===== src/rtl/core/ita_pkg.sv =====
// ----------------------------------------------------------------------------
// ita_pkg: shared types and constants for the integer-to-ASCII converter
// Conversion codes, the start record passed to the character sequencer and
// the ASCII codes of the fixed characters.
// ----------------------------------------------------------------------------
package ita_pkg;

  typedef enum logic [1:0] {
    ACT_DEC   = 2'd0,
    ACT_HEX   = 2'd1,
    ACT_BIN   = 2'd2,
    ACT_MONEY = 2'd3
  } action_e;

  // Start record for the character sequencer
  typedef struct packed {
    action_e act;
    logic    neg;
  } start_t;

  localparam logic [6:0] CH_ZERO       = 7'd48;   // '0'
  localparam logic [6:0] CH_ALPHA_BASE = 7'd87;   // 'W', so that 10 maps to 'a'
  localparam logic [6:0] CH_MINUS      = 7'd45;   // '-'
  localparam logic [6:0] CH_DOT        = 7'd46;   // '.'
  localparam logic [6:0] CH_DOLLAR     = 7'd36;   // '$'
  localparam logic [6:0] CH_X          = 7'd120;  // 'x'
  localparam logic [6:0] CH_B          = 7'd98;   // 'b'

  // ASCII code of one digit, lowercase above nine
  function automatic logic [6:0] digit_char(input logic [3:0] d);
    logic [6:0] r;
    if (d < 4'd10) begin
      r = CH_ZERO + {3'b000, d};
    end else begin
      r = CH_ALPHA_BASE + {3'b000, d};
    end
    return r;
  endfunction

endpackage


===== src/rtl/core/ita_dabble.sv =====
// ----------------------------------------------------------------------------
// ita_dabble: bit-serial binary to BCD converter
// Shifts the magnitude in one bit per cycle, most significant first, and
// corrects every BCD digit of five or more by three before each shift.
// ----------------------------------------------------------------------------
module ita_dabble #(
  parameter int VALUE_WIDTH = 32
) (
  input  logic                                       clk_i,
  input  logic                                       rst_ni,
  input  logic                                       load_i,
  input  logic [VALUE_WIDTH-1:0]                     mag_i,
  output logic [4*((VALUE_WIDTH*3)/10+1)-1:0]        bcd_o,
  output logic                                       done_o
);
  localparam int NDIG = (VALUE_WIDTH * 3) / 10 + 1;
  localparam int SW   = 4 * NDIG;
  localparam int CW   = $clog2(VALUE_WIDTH + 1);

  logic                   run_q, run_d;
  logic                   done_q, done_d;
  logic [CW-1:0]          cnt_q, cnt_d;
  logic [VALUE_WIDTH-1:0] bin_q, bin_d;
  logic [SW-1:0]          bcd_q, bcd_d;
  logic [SW-1:0]          adj;

  always_comb begin
    for (int i = 0; i < NDIG; i++) begin
      if (bcd_q[4*i +: 4] >= 4'd5) begin
        adj[4*i +: 4] = bcd_q[4*i +: 4] + 4'd3;
      end else begin
        adj[4*i +: 4] = bcd_q[4*i +: 4];
      end
    end
  end

  always_comb begin
    run_d  = run_q;
    done_d = 1'b0;
    cnt_d  = cnt_q;
    bin_d  = bin_q;
    bcd_d  = bcd_q;
    if (load_i) begin
      run_d = 1'b1;
      cnt_d = CW'(VALUE_WIDTH);
      bin_d = mag_i;
      bcd_d = '0;
    end else if (run_q) begin
      bcd_d = {adj[SW-2:0], bin_q[VALUE_WIDTH-1]};
      bin_d = bin_q << 1;
      cnt_d = cnt_q - CW'(1);
      if (cnt_q == CW'(1)) begin
        run_d  = 1'b0;
        done_d = 1'b1;
      end
    end
  end

  always_ff @(posedge clk_i or negedge rst_ni) begin
    if (!rst_ni) begin
      run_q  <= 1'b0;
      done_q <= 1'b0;
    end else begin
      run_q  <= run_d;
      done_q <= done_d;
    end
  end

  always_ff @(posedge clk_i) begin
    cnt_q <= cnt_d;
    bin_q <= bin_d;
    bcd_q <= bcd_d;
  end

  assign bcd_o  = bcd_q;
  assign done_o = done_q;

endmodule


===== src/rtl/core/ita_fmt.sv =====
// ----------------------------------------------------------------------------
// ita_fmt: character sequencer with output register
// Emits sign, prefix, digits and the money tail one character per transfer,
// shifting the digits one per cycle unless stalled, skipping leading zeros.
// ----------------------------------------------------------------------------
module ita_fmt #(
  parameter int VALUE_WIDTH = 32
) (
  input  logic                                 clk_i,
  input  logic                                 rst_ni,
  input  logic                                 start_i,
  input  ita_pkg::start_t                      ctrl_i,
  input  logic [VALUE_WIDTH-1:0]               mag_i,
  input  logic [4*((VALUE_WIDTH*3)/10+1)-1:0]  bcd_i,
  output logic                                 busy_o,
  output logic                                 char_valid_o,
  input  logic                                 char_ready_i,
  output logic [6:0]                           char_code_o,
  output logic                                 char_last_o
);
  import ita_pkg::*;

  localparam int NDIG = (VALUE_WIDTH * 3) / 10 + 1;
  localparam int SW   = 4 * NDIG;
  localparam int NHEX = (VALUE_WIDTH + 3) / 4;
  localparam int HW   = 4 * NHEX;
  localparam int CW   = $clog2(VALUE_WIDTH + 1);

  typedef enum logic [7:0] {
    PH_IDLE    = 8'b0000_0001,
    PH_SIGN    = 8'b0000_0010,
    PH_PRE0    = 8'b0000_0100,
    PH_PRE1    = 8'b0000_1000,
    PH_DIGIT   = 8'b0001_0000,
    PH_DOT     = 8'b0010_0000,
    PH_CENT_HI = 8'b0100_0000,
    PH_CENT_LO = 8'b1000_0000
  } phase_e;

  phase_e        phase_q, phase_d, nxt;
  action_e       act_q, act_d;
  logic          seen_q, seen_d;
  logic [CW-1:0] cnt_q, cnt_d;
  logic [SW-1:0] dig_q, dig_d;
  logic          ov_q, ov_d;
  logic [6:0]    oc_q, oc_d;
  logic          ol_q, ol_d;

  logic          slot_free, emit, lst, shift_en, adv;
  logic          dig_nz, last_dig;
  logic [3:0]    top_dig;
  logic [6:0]    ch;
  logic [HW-1:0] hex_ext;

  assign slot_free = !ov_q || char_ready_i;
  assign top_dig   = (act_q == ACT_BIN) ? {3'b000, dig_q[SW-1]} : dig_q[SW-1 -: 4];
  assign dig_nz    = (top_dig != 4'd0);
  assign last_dig  = (cnt_q == CW'(1));
  assign hex_ext   = HW'(mag_i);

  // Per-phase character and successor
  always_comb begin
    emit     = 1'b0;
    ch       = CH_ZERO;
    lst      = 1'b0;
    shift_en = 1'b0;
    nxt      = phase_q;
    unique case (phase_q)
      PH_IDLE: begin
        nxt = PH_IDLE;
      end
      PH_SIGN: begin
        emit = 1'b1;
        ch   = CH_MINUS;
        nxt  = (act_q == ACT_DEC) ? PH_DIGIT : PH_PRE0;
      end
      PH_PRE0: begin
        emit = 1'b1;
        ch   = (act_q == ACT_MONEY) ? CH_DOLLAR : CH_ZERO;
        nxt  = (act_q == ACT_MONEY) ? PH_DIGIT : PH_PRE1;
      end
      PH_PRE1: begin
        emit = 1'b1;
        ch   = (act_q == ACT_HEX) ? CH_X : CH_B;
        nxt  = PH_DIGIT;
      end
      PH_DIGIT: begin
        emit     = seen_q || dig_nz || last_dig;
        ch       = digit_char(top_dig);
        lst      = last_dig && (act_q != ACT_MONEY);
        shift_en = 1'b1;
        if (last_dig) begin
          nxt = (act_q == ACT_MONEY) ? PH_DOT : PH_IDLE;
        end
      end
      PH_DOT: begin
        emit = 1'b1;
        ch   = CH_DOT;
        nxt  = PH_CENT_HI;
      end
      PH_CENT_HI: begin
        emit     = 1'b1;
        ch       = digit_char(top_dig);
        shift_en = 1'b1;
        nxt      = PH_CENT_LO;
      end
      PH_CENT_LO: begin
        emit = 1'b1;
        ch   = digit_char(top_dig);
        lst  = 1'b1;
        nxt  = PH_IDLE;
      end
      default: begin
        nxt = PH_IDLE;
      end
    endcase
  end

  // Advance when the character is taken, or at once for a skipped zero
  assign adv = (phase_q != PH_IDLE) && (!emit || slot_free);

  always_comb begin
    phase_d = phase_q;
    act_d   = act_q;
    seen_d  = seen_q;
    cnt_d   = cnt_q;
    dig_d   = dig_q;
    ov_d    = ov_q;
    oc_d    = oc_q;
    ol_d    = ol_q;

    if (phase_q == PH_IDLE) begin
      if (start_i) begin
        act_d  = ctrl_i.act;
        seen_d = 1'b0;
        case (ctrl_i.act)
          ACT_HEX: begin
            dig_d = SW'(hex_ext) << (SW - HW);
            cnt_d = CW'(NHEX);
          end
          ACT_BIN: begin
            dig_d = SW'(mag_i) << (SW - VALUE_WIDTH);
            cnt_d = CW'(VALUE_WIDTH);
          end
          ACT_MONEY: begin
            dig_d = bcd_i;
            cnt_d = CW'(NDIG - 2);
          end
          default: begin
            dig_d = bcd_i;
            cnt_d = CW'(NDIG);
          end
        endcase
        if (ctrl_i.neg) begin
          phase_d = PH_SIGN;
        end else if (ctrl_i.act == ACT_DEC) begin
          phase_d = PH_DIGIT;
        end else begin
          phase_d = PH_PRE0;
        end
      end
    end else if (adv) begin
      phase_d = nxt;
      if (shift_en) begin
        dig_d = (act_q == ACT_BIN) ? (dig_q << 1) : (dig_q << 4);
      end
      if (phase_q == PH_DIGIT) begin
        cnt_d  = cnt_q - CW'(1);
        seen_d = seen_q || dig_nz;
      end
    end

    if (slot_free) begin
      ov_d = emit && (phase_q != PH_IDLE);
      oc_d = ch;
      ol_d = lst;
    end
  end

  always_ff @(posedge clk_i or negedge rst_ni) begin
    if (!rst_ni) begin
      phase_q <= PH_IDLE;
      ov_q    <= 1'b0;
    end else begin
      phase_q <= phase_d;
      ov_q    <= ov_d;
    end
  end

  always_ff @(posedge clk_i) begin
    act_q  <= act_d;
    seen_q <= seen_d;
    cnt_q  <= cnt_d;
    dig_q  <= dig_d;
    oc_q   <= oc_d;
    ol_q   <= ol_d;
  end

  assign busy_o       = (phase_q != PH_IDLE);
  assign char_valid_o = ov_q;
  assign char_code_o  = oc_q;
  assign char_last_o  = ol_q;

endmodule


===== src/rtl/core/integer_to_ascii_radix.sv =====
// ----------------------------------------------------------------------------
// integer_to_ascii_radix: signed integer to ASCII text in four formats
// Decimal, hex with "0x", binary with "0b", or money ("$", units, ".", cents).
// A negative value leads with '-'. One character leaves per output transfer.
// ----------------------------------------------------------------------------
//
//  Channel  | Direction | tdata (lowest bit up)              | tlast / tuser
//  ---------+-----------+------------------------------------+-------------------
//  s_axis   | in        | action[1:0], value[VALUE_WIDTH-1:0] | none
//  m_axis   | out       | char_code[6:0], one zero pad bit    | tlast = last char
//
//  An item is taken only while the block is idle. Decimal and money pass
//  through the bit-serial BCD converter (the shifts, then a done pulse), then
//  the sequencer steps through every BCD digit slot ((VALUE_WIDTH*3)/10+1,
//  leading zeros included) and each sign, prefix or money character. Hex
//  steps through each nibble ((VALUE_WIDTH+3)/4) and binary each bit, plus
//  sign and prefix. The control then returns to idle.
//  Reset clears the control state only; no clearing pass is needed.
//  A stalled m_axis holds the sequencer; the output register lets the last
//  character wait while the next item is taken.
//
module integer_to_ascii_radix #(
  parameter int VALUE_WIDTH = 32
) (
  input  logic                                   clk_i,
  input  logic                                   rst_ni,
  input  logic                                   s_axis_tvalid,
  output logic                                   s_axis_tready,
  // action[1:0], value[VALUE_WIDTH+1:2], zero pad above
  input  logic [((VALUE_WIDTH+2+7)/8)*8-1:0]     s_axis_tdata,
  output logic                                   m_axis_tvalid,
  input  logic                                   m_axis_tready,
  // char_code[6:0], zero at bit 7
  output logic [7:0]                             m_axis_tdata,
  output logic                                   m_axis_tlast
);
  import ita_pkg::*;

  localparam int NDIG = (VALUE_WIDTH * 3) / 10 + 1;
  localparam int SW   = 4 * NDIG;

  typedef enum logic [2:0] {
    ST_IDLE = 3'b001,
    ST_CONV = 3'b010,
    ST_EMIT = 3'b100
  } state_e;

  state_e                 state_q, state_d;
  action_e                act_q;
  logic                   neg_q;

  action_e                in_act;
  logic [VALUE_WIDTH-1:0] in_val, in_mag;
  logic                   in_neg, in_radix2, acc;

  logic                   dab_load, dab_done;
  logic [SW-1:0]          bcd;
  logic                   fmt_start, fmt_busy;
  start_t                 fmt_ctrl;
  logic [6:0]             char_code;

  // Unpack the input and form the unsigned magnitude
  assign in_act    = action_e'(s_axis_tdata[1:0]);
  assign in_val    = s_axis_tdata[VALUE_WIDTH+1:2];
  assign in_neg    = in_val[VALUE_WIDTH-1];
  assign in_mag    = in_neg ? (~in_val + VALUE_WIDTH'(1)) : in_val;
  assign in_radix2 = (in_act == ACT_HEX) || (in_act == ACT_BIN);

  assign s_axis_tready = (state_q == ST_IDLE);
  assign acc           = s_axis_tvalid && s_axis_tready;

  // Decimal and money go through the BCD converter first
  assign dab_load = acc && !in_radix2;

  // Hex and binary start the sequencer at once from the input
  assign fmt_start = (acc && in_radix2) || ((state_q == ST_CONV) && dab_done);
  always_comb begin
    if (state_q == ST_IDLE) begin
      fmt_ctrl.act = in_act;
      fmt_ctrl.neg = in_neg;
    end else begin
      fmt_ctrl.act = act_q;
      fmt_ctrl.neg = neg_q;
    end
  end

  always_comb begin
    state_d = state_q;
    unique case (state_q)
      ST_IDLE: begin
        if (acc) begin
          state_d = in_radix2 ? ST_EMIT : ST_CONV;
        end
      end
      ST_CONV: begin
        if (dab_done) begin
          state_d = ST_EMIT;
        end
      end
      ST_EMIT: begin
        if (!fmt_busy) begin
          state_d = ST_IDLE;
        end
      end
      default: begin
        state_d = ST_IDLE;
      end
    endcase
  end

  always_ff @(posedge clk_i or negedge rst_ni) begin
    if (!rst_ni) begin
      state_q <= ST_IDLE;
    end else begin
      state_q <= state_d;
    end
  end

  // Hold the conversion code and sign for the converter's finish
  always_ff @(posedge clk_i) begin
    if (acc) begin
      act_q <= in_act;
      neg_q <= in_neg;
    end
  end

  ita_dabble #(
    .VALUE_WIDTH(VALUE_WIDTH)
  ) u_dabble (
    .clk_i  (clk_i),
    .rst_ni (rst_ni),
    .load_i (dab_load),
    .mag_i  (in_mag),
    .bcd_o  (bcd),
    .done_o (dab_done)
  );

  ita_fmt #(
    .VALUE_WIDTH(VALUE_WIDTH)
  ) u_fmt (
    .clk_i        (clk_i),
    .rst_ni       (rst_ni),
    .start_i      (fmt_start),
    .ctrl_i       (fmt_ctrl),
    .mag_i        (in_mag),
    .bcd_i        (bcd),
    .busy_o       (fmt_busy),
    .char_valid_o (m_axis_tvalid),
    .char_ready_i (m_axis_tready),
    .char_code_o  (char_code),
    .char_last_o  (m_axis_tlast)
  );

  assign m_axis_tdata = {1'b0, char_code};

endmodule


===== config.mk =====
export PLATFORM = sky130hd
export DESIGN_NAME = integer_to_ascii_radix
export DESIGN_NICKNAME = d
export VERILOG_FILES = /design/src/rtl/core/ita_pkg.sv /design/src/rtl/core/ita_dabble.sv /design/src/rtl/core/ita_fmt.sv /design/src/rtl/core/integer_to_ascii_radix.sv
export SDC_FILE = /design/constraint.sdc
export NUM_CORES = 1
export LEC_CHECK = 0
export ABC_AREA = 1
export BUFFER_PORTS_ARGS = -buffer_cell sky130_fd_sc_hd__buf_2
export CORE_UTILIZATION = 35
export CTS_CLUSTER_DIAMETER = 60
export DETAILED_ROUTE_END_ITERATION = 8
export PLACE_DENSITY_LB_ADDON = 0.2
export SETUP_SLACK_MARGIN = 0.15
export SYNTH_ARGS = -nofsm -noshare
export SYNTH_HDL_FRONTEND = slang
export SYNTH_SLANG_ARGS = --single-unit

===== constraint.sdc =====
create_clock -name clk_i -period 6.2 [get_ports clk_i]
set_input_delay 1.24 -clock clk_i [delete_from_list [all_inputs] [get_ports clk_i]]
set_output_delay 1.24 -clock clk_i [all_outputs]
set_load 0.01 [all_outputs]

# --- Yosys cells after proc, flatten, opt, wreduce, memory -nomap -nowiden ---
# Index checks and enable logic that the tools add are counted.
word_totals:
  reg_bits: 152
  in_bits: 44
  word_cells: 162
  output_inout_bits: 11
op_classes:
  n_eq_ne: 28
  magnitude_cmp: 11
  bitwise: 1
  reduce_logical: 33
  n_mux: 58
  addsub: 15
op_table:
  columns: ["op", "count"]
  rows:
  - ["40-bit 2-to-1 mux", 6]
  - ["32-bit 2-to-1 mux", 3]
  - ["8-bit case mux with 6 select lines", 1]
  - ["4-bit by 3-bit greater-or-equal comparator with 1-bit output, second input constant", 10]
  - ["4-bit 2-to-1 mux", 10]
  - ["8-bit 2-to-1 mux", 5]
  - ["4-bit by 2-bit adder with 4-bit output, second input constant", 9]
  - ["7-bit case mux with 5 select lines", 1]
  - ["32-bit by 1-bit adder with 32-bit output, second input constant", 1]
  - ["32-bit NOT", 1]
  - ["6-bit 2-to-1 mux", 5]
  - ["5-bit 2-to-1 mux", 5]
  - ["3-bit 2-to-1 mux", 6]
  - ["6-bit by 1-bit == test with 1-bit output, second input constant", 2]
  - ["6-bit case mux with 2 select lines", 1]
  - ["3-bit AND reduction", 4]
  - ["6-bit by 1-bit subtractor with 6-bit output, second input constant", 2]
  - ["1-bit 2-to-1 mux", 11]
  - ["2-bit == test, second input constant", 5]
  - ["3-bit case mux with 3 select lines", 1]
  - ["8-bit by 1-bit == test with 1-bit output, second input constant", 1]
  - ["8-bit by 2-bit == test with 1-bit output, second input constant", 1]
  - ["8-bit by 3-bit == test with 1-bit output, second input constant", 1]
  - ["8-bit by 4-bit == test with 1-bit output, second input constant", 1]
  - ["28 further kinds", 53]

# --- Logic depth before layout (Yosys ltp) ---
depth:
  depth_word: 11
  mapped_depth: 15
  mapped_depth_nobuf: 14

# --- Cells and area by module ---
# Synthesis repeated with hierarchy kept, for this count alone.
hier_totals:
  hier_cells: 1293
  hier_area_um2: 9611.7
by_module_without_submodules:
  columns: ["module", "seq_area_each_um2", "area_each_um2", "cells_per_inst", "instances"]
  rows:
  - ["ita_fmt", 1938.1, 4139.0, 525, 1]
  - ["ita_dabble", 1931.9, 4107.7, 517, 1]
  - ["integer_to_ascii_radix", 166.4, 1365.1, 251, 1]

# --- Worst setup path after synthesis ---
# OpenSTA, ideal clock, no wires.
synth_timing:
  path_kind: "input port to flip-flop"
  start: "input port s_axis_tdata[0]"
  end: "register u_fmt.dig_q[0] (enable)"
  required_ns: 5.749
  arrival_ns: 3.834
  path_buffers: 0
  slack_ns: 1.915
  stages: 5
  cell_sequence: "xor2_1 -> a21oi_2 -> nand2_1 -> nand2_1 -> a21oi_1"
synth_between:
  elab_chain_len: 6
  word_cells_on_any_way: 7
synth_rtl:
  columns: ["element", "line_no", "text"]
  rows:
  - ["from (decl)", "integer_to_ascii_radix.sv:30", "input logic [((VALUE_WIDTH+2+7)/8)*8-1:0] s_axis_tdata,"]
  - ["2-bit by 1-bit == test with 1-bit output / 2-bit == test (equally long branches)", "integer_to_ascii_radix.sv:67", "assign in_radix2 = (in_act == ACT_HEX) || (in_act == ACT_BIN);"]
  - ["1-bit logical OR (*)", "integer_to_ascii_radix.sv:67", null]
  - ["1-bit logical AND (*)", "integer_to_ascii_radix.sv:76", "assign fmt_start = (acc && in_radix2) || ((state_q == ST_CONV) && dab_done);"]
  - ["1-bit logical OR (*)", "integer_to_ascii_radix.sv:76", null]
  - ["2-bit inequality test (no source line) (*)", null, null]
  - ["3-bit AND reduction (no source line) (*)", null, null]
  - ["to (signal assigned)", "ita_fmt.sv:194", "dig_q <= dig_d;"]
  - ["to (decl)", "ita_fmt.sv:44", "logic [SW-1:0] dig_q, dig_d;"]
# Every way passes the cells marked *; elsewhere a longest branch is shown, timed or not.
# A chain may end at the register's enable or synchronous reset.

# --- Final worst setup path ---
layout_timing:
  start: "register u_fmt.act_q[0]"
  end: "register u_fmt.cnt_q[0] (enable)"
layout_between:
  elab_chain_len: 11
layout_rtl:
  columns: ["element", "line_no", "text"]
  rows:
  - ["from (decl)", "ita_fmt.sv:41", "action_e act_q, act_d;"]
  - ["from (signal assigned)", "ita_fmt.sv:191", "act_q <= act_d;"]
  - ["2-bit == test", "ita_fmt.sv:56", "assign top_dig = (act_q == ACT_BIN) ? {3'b000, dig_q[SW-1]} : dig_q[SW-1 -: 4];"]
  - ["4-bit 2-to-1 mux", "ita_fmt.sv:56", null]
  - ["4-bit nonzero test", "ita_fmt.sv:57", "assign dig_nz = (top_dig != 4'd0);"]
  - ["1-bit logical OR (2 in a row)", "ita_fmt.sv:88", "emit = seen_q || dig_nz || last_dig;"]
  - ["1-bit case mux with 2 select lines", "ita_fmt.sv:68", "unique case (phase_q)"]
  - ["1-bit logical NOT", "ita_fmt.sv:120", "assign adv = (phase_q != PH_IDLE) && (!emit || slot_free);"]
  - ["1-bit logical OR", "ita_fmt.sv:120", null]
  - ["1-bit logical AND", "ita_fmt.sv:120", null]
  - ["2-bit nonzero test (no source line)", null, null]
  - ["3-bit AND reduction (no source line)", null, null]
  - ["to (signal assigned)", "ita_fmt.sv:193", "cnt_q <= cnt_d;"]
  - ["to (decl)", "ita_fmt.sv:43", "logic [CW-1:0] cnt_q, cnt_d;"]
# No other way between the ends.

==> results by group <==
Clock tree
  – CTS tree: done
  – Worst-skew pair later-pin latency: 0.43 ns
  – Clock Tree Root: clkbuf_16
  – CTS resizes: 0
  – CTS Sinks: 152
  – CTS Buffer Depth: 2
  – Clk slew on worst S/H paths: 0.07 ns
  – Post-CTS Hold Fix Bufs: 0
  – Post-CTS Setup Bufs: 0
  – Total CTS buffers: 17
  – # H-tree levels: 4

Detailed routing
  – Post-DR vias/cell: 5.06
  – WL/cell: 15.7 um
  – DRC Markers: 0
  – TritonRoute pass-1 iters: 5
  – Starting DRT DRC Count: 560
  – Antenna-violating nets left: 0
  – Final WL: 23,300 um
  – DR vias: 7,514

Timing
  – Worst relative slew slack: 22.5%
  – Worst hold slack: 0.482 ns
  – Final setup viols: 0
  – Crit path time final: 3.65 ns
  – Fin. max-slew vios: 0
  – Final Hold Vio Count: 0
  – RSZ-0062 raised after global routing: false
  – Fin Setup TNS: 0 ns
  – Setup slack after layout: 2.55 ns
  – Fmax: 274 MHz
  – Slew of the pin with the lowest slew margin: 1.16 ns
  – Clock Skew: 0.0123 ns
  – Period utilisation layout: 58.8%

Worst hold path
  – Hold_sp: u_dabble.cnt_q[3]
  – Hold Path Class: flip-flop to flip-flop

Synthesis
  – Avg Cell Area, Syn: 8.05 sq um
  – Synth Flop Type: edfxtp_1
  – Seq cells post-synth: 152
  – Async set-reset flop share out of synthesis: 9.21%
  – Sequential share of the synthesized area: 45.0%
  – Area leader, netlist: edfxtp_1
  – Number of flops mapped to enable cells by yosys: 92
  – Syn Nets: 1,189
  – Mapped Cells: 1,114
  – Cell variety after synth: 47
  – Cell Area, Synth: 8970 sq um
  – Number of warnings issued by yosys: 0
  – Area share of the largest cell type after synthesis: 30.8%
  – Synth area leaders: edfxtp_1, nand2_1, dfxtp_1

Floorplanning
  – Core area: 25,200 sq um
  – Io pins: 55
  – Die ar.: 26,300 sq um
  – Die height: 162 um
  – Starting Density: 35.6%
  – Site Rows: 58
  – DIE WIDTH: 162 um

Power and ir drop
  – Comb pwr share: 45.7%
  – Total power: 5.89 mW
  – Power share of the clock group: 18.5%
  – P_sw: 2.56 mW
  – P_leak: 4.44 nW
  – Internal: 3.33 mW
  – Peak supply drop: 0.448 mV
  – P per Cell Area: 584 nW/um^2
  – Sw Share: 43.5%
  – Flop pwr share: 35.8%

Global routing
  – First-pass GRT wire length: 37,700 um
  – Pin count of the biggest net entering global routing: 64
  – Total GRT Usage: 18.5%
  – GR Overflow Total: 0
  – Initial antenna violation count: 0
  – Vias in the first global route: 7,060

Worst setup path
  – Top cell by count, worst path: nand2_1
  – Setup crit start: u_fmt.act_q[0]
  – Worst-path cell chain: inv_1, nand2_2, o21ai_0, ha_1, nand2_1, a21oi_1, nand3_1, nand2_1, nand3_2, nand2_4, nand2_1, a21oi_1
  – Critical R2R Launch: u_fmt.act_q[0]
  – Crit. End Element: flip-flop
  – Required @ worst endpoint: 6.26 ns
  – Arrival @ worst endpoint: 3.71 ns
  – CP Launch Type: flip-flop
  – CP max stage cell: a21oi_1
  – Critical path class: flip-flop to flip-flop
  – Crit path max fanout: 44
  – Crit-path max cell delay: 0.64 ns

Placed design
  – HPWL after detailed placement: 16,200 um
  – Cell Area, Placed: 9470 sq um
  – DP Cell Count: 1,454
  – Port bufs: 47
  – RePlAce Congestion: 0.850
  – Pre-CTS setup slack: 2.36 ns

Job
  – Max Cap Viol: 0

Cells and area
  – Non-Filler Instances: 1,486
  – N_diodes: 0
  – Final Cell Area: 10,100 sq um
  – Utilization after layout: 40.0%
  – Final #Nets: 1,218
  – Proportion of layout cells with a drive suffix above 1: 11.7%
  – Synth-to-layout area growth: 12.3%

Outcome
  – Run status: complete, no violations
## cell usage in the layout (no fill, tap or decap), drive strengths merged, types with 2 or more instances in the layout
cell / n
nand2: 287
inv: 155
nor2: 107
edfxtp: 92
o21ai: 79
nand3: 68
buf: 51
dfxtp: 46
a21oi: 38
xor2: 31
ha: 31
o22ai: 25
o211ai: 24
nand4: 17
clkbuf: 17
o32ai: 16
or2: 13
nor3: 12
dfrtp: 12
xnor2: 7
o311ai: 6
o221ai: 4
a211oi: 3
clkinv: 3
o31ai: 2
conb: 2
bufinv: 2
dfstp: 2
## metal layers
layer	routed length (um)	global-route usage, %	up-vias
li1	-	-	3799
met1	11700	25.7	3555
met3	823	3.19	19
met4	375	5.36	0
met2	10400	29.2	141
met5	0	0	-
## registers in the layout, summed over array words and instances, names as in the netlist
signal / cells
act_q: 2
neg_q: 1
state_q: 3
u_dabble.bcd_o: 40
u_dabble.bin_q: 32
u_dabble.cnt_q: 6
u_dabble.done_o: 1
u_dabble.run_q: 1
u_fmt.act_q: 2
u_fmt.char_code_o: 7
u_fmt.char_last_o: 1
u_fmt.char_valid_o: 1
u_fmt.cnt_q: 6
u_fmt.dig_q: 40
u_fmt.phase_q: 8
u_fmt.seen_q: 1
## cell families (layout without fill, tap and decap cells)
family,Yosys count,count (layout),synth area share [%]
flip-flops,152,152,45.0
AO/OA/AOI/OAI,199,199,14.0
adder cells (fa/ha/maj),31,31,4.32
AND/OR/NAND/NOR,505,505,24.5
buffers and inverters,187,229,8.37
XOR/XNOR,38,38,3.71
other,2,2,0.0837
## power by group through the flow
stage | sequential [mW] | clock, mW | combinational [mW]
after global placement | 2.11 | 0 | 2.68
after global routing | 2.17 | 1.15 | 3.06
after CTS | 2.10 | 1.11 | 2.71
after floorplan | 2.05 | 0 | 2.06
after detailed placement | 2.12 | 0 | 2.71
final | 2.11 | 1.09 | 2.69
## final timing paths
| path | to | slack [ns] | cells after the start |
|---|---|---|---|
| hold / removal | u_dabble.cnt_q[3] | 0.48 | 2 |
| max in group asynchronous | u_fmt.phase_q[0] | 5.18 | 1 |
| hold reg to reg | u_dabble.cnt_q[3] | 0.48 | 2 |
| min in group asynchronous | state_q[2] | 0.71 | 1 |
| setup / recovery | u_fmt.cnt_q[0] | 2.55 | 12 |
| setup reg to reg | u_fmt.cnt_q[0] | 2.55 | 12 |
## worst max-delay path: cells and delay by family (launching register included)
kind | cells | cell delay (ns)
compound gates | 3 | 1.39
fa+ha+maj | 1 | 0.23
flops | 1 | 0.41
simple gates | 7 | 1.11
buf+inv | 1 | 0.12
## area by class of cell
type	count	area [sq um]
fill	2593	15100
tap	330	413
timing repair buffer	51	265
clock inverter	15	180
inverter	146	551
sequential	152	4040
clock buffer	17	425
multi-input combinational	775	4210
## synthesized netlist by cell type (2+ instances only)
cell type,count
a211oi_1,3
a21oi_1,37
buf_1,3
buf_2,25
buf_4,2
clkbuf_1,10
conb_1,2
dfrtp_1,12
dfstp_2,2
dfxtp_1,46
edfxtp_1,92
ha_1,31
inv_1,140
inv_2,5
nand2_1,282
nand2_2,3
nand2_4,2
nand3_1,64
nand3_2,3
nand4_1,17
nor2_1,96
nor2_2,5
nor2_4,4
nor2_8,2
nor3_1,12
o211ai_1,24
o21ai_0,72
o21ai_1,6
o221ai_1,4
o22ai_1,19
o22ai_2,6
o311ai_0,5
o31ai_1,2
o32ai_1,15
or2_2,13
xnor2_1,7
xor2_1,31
Power figures use the tool's default switching activity.
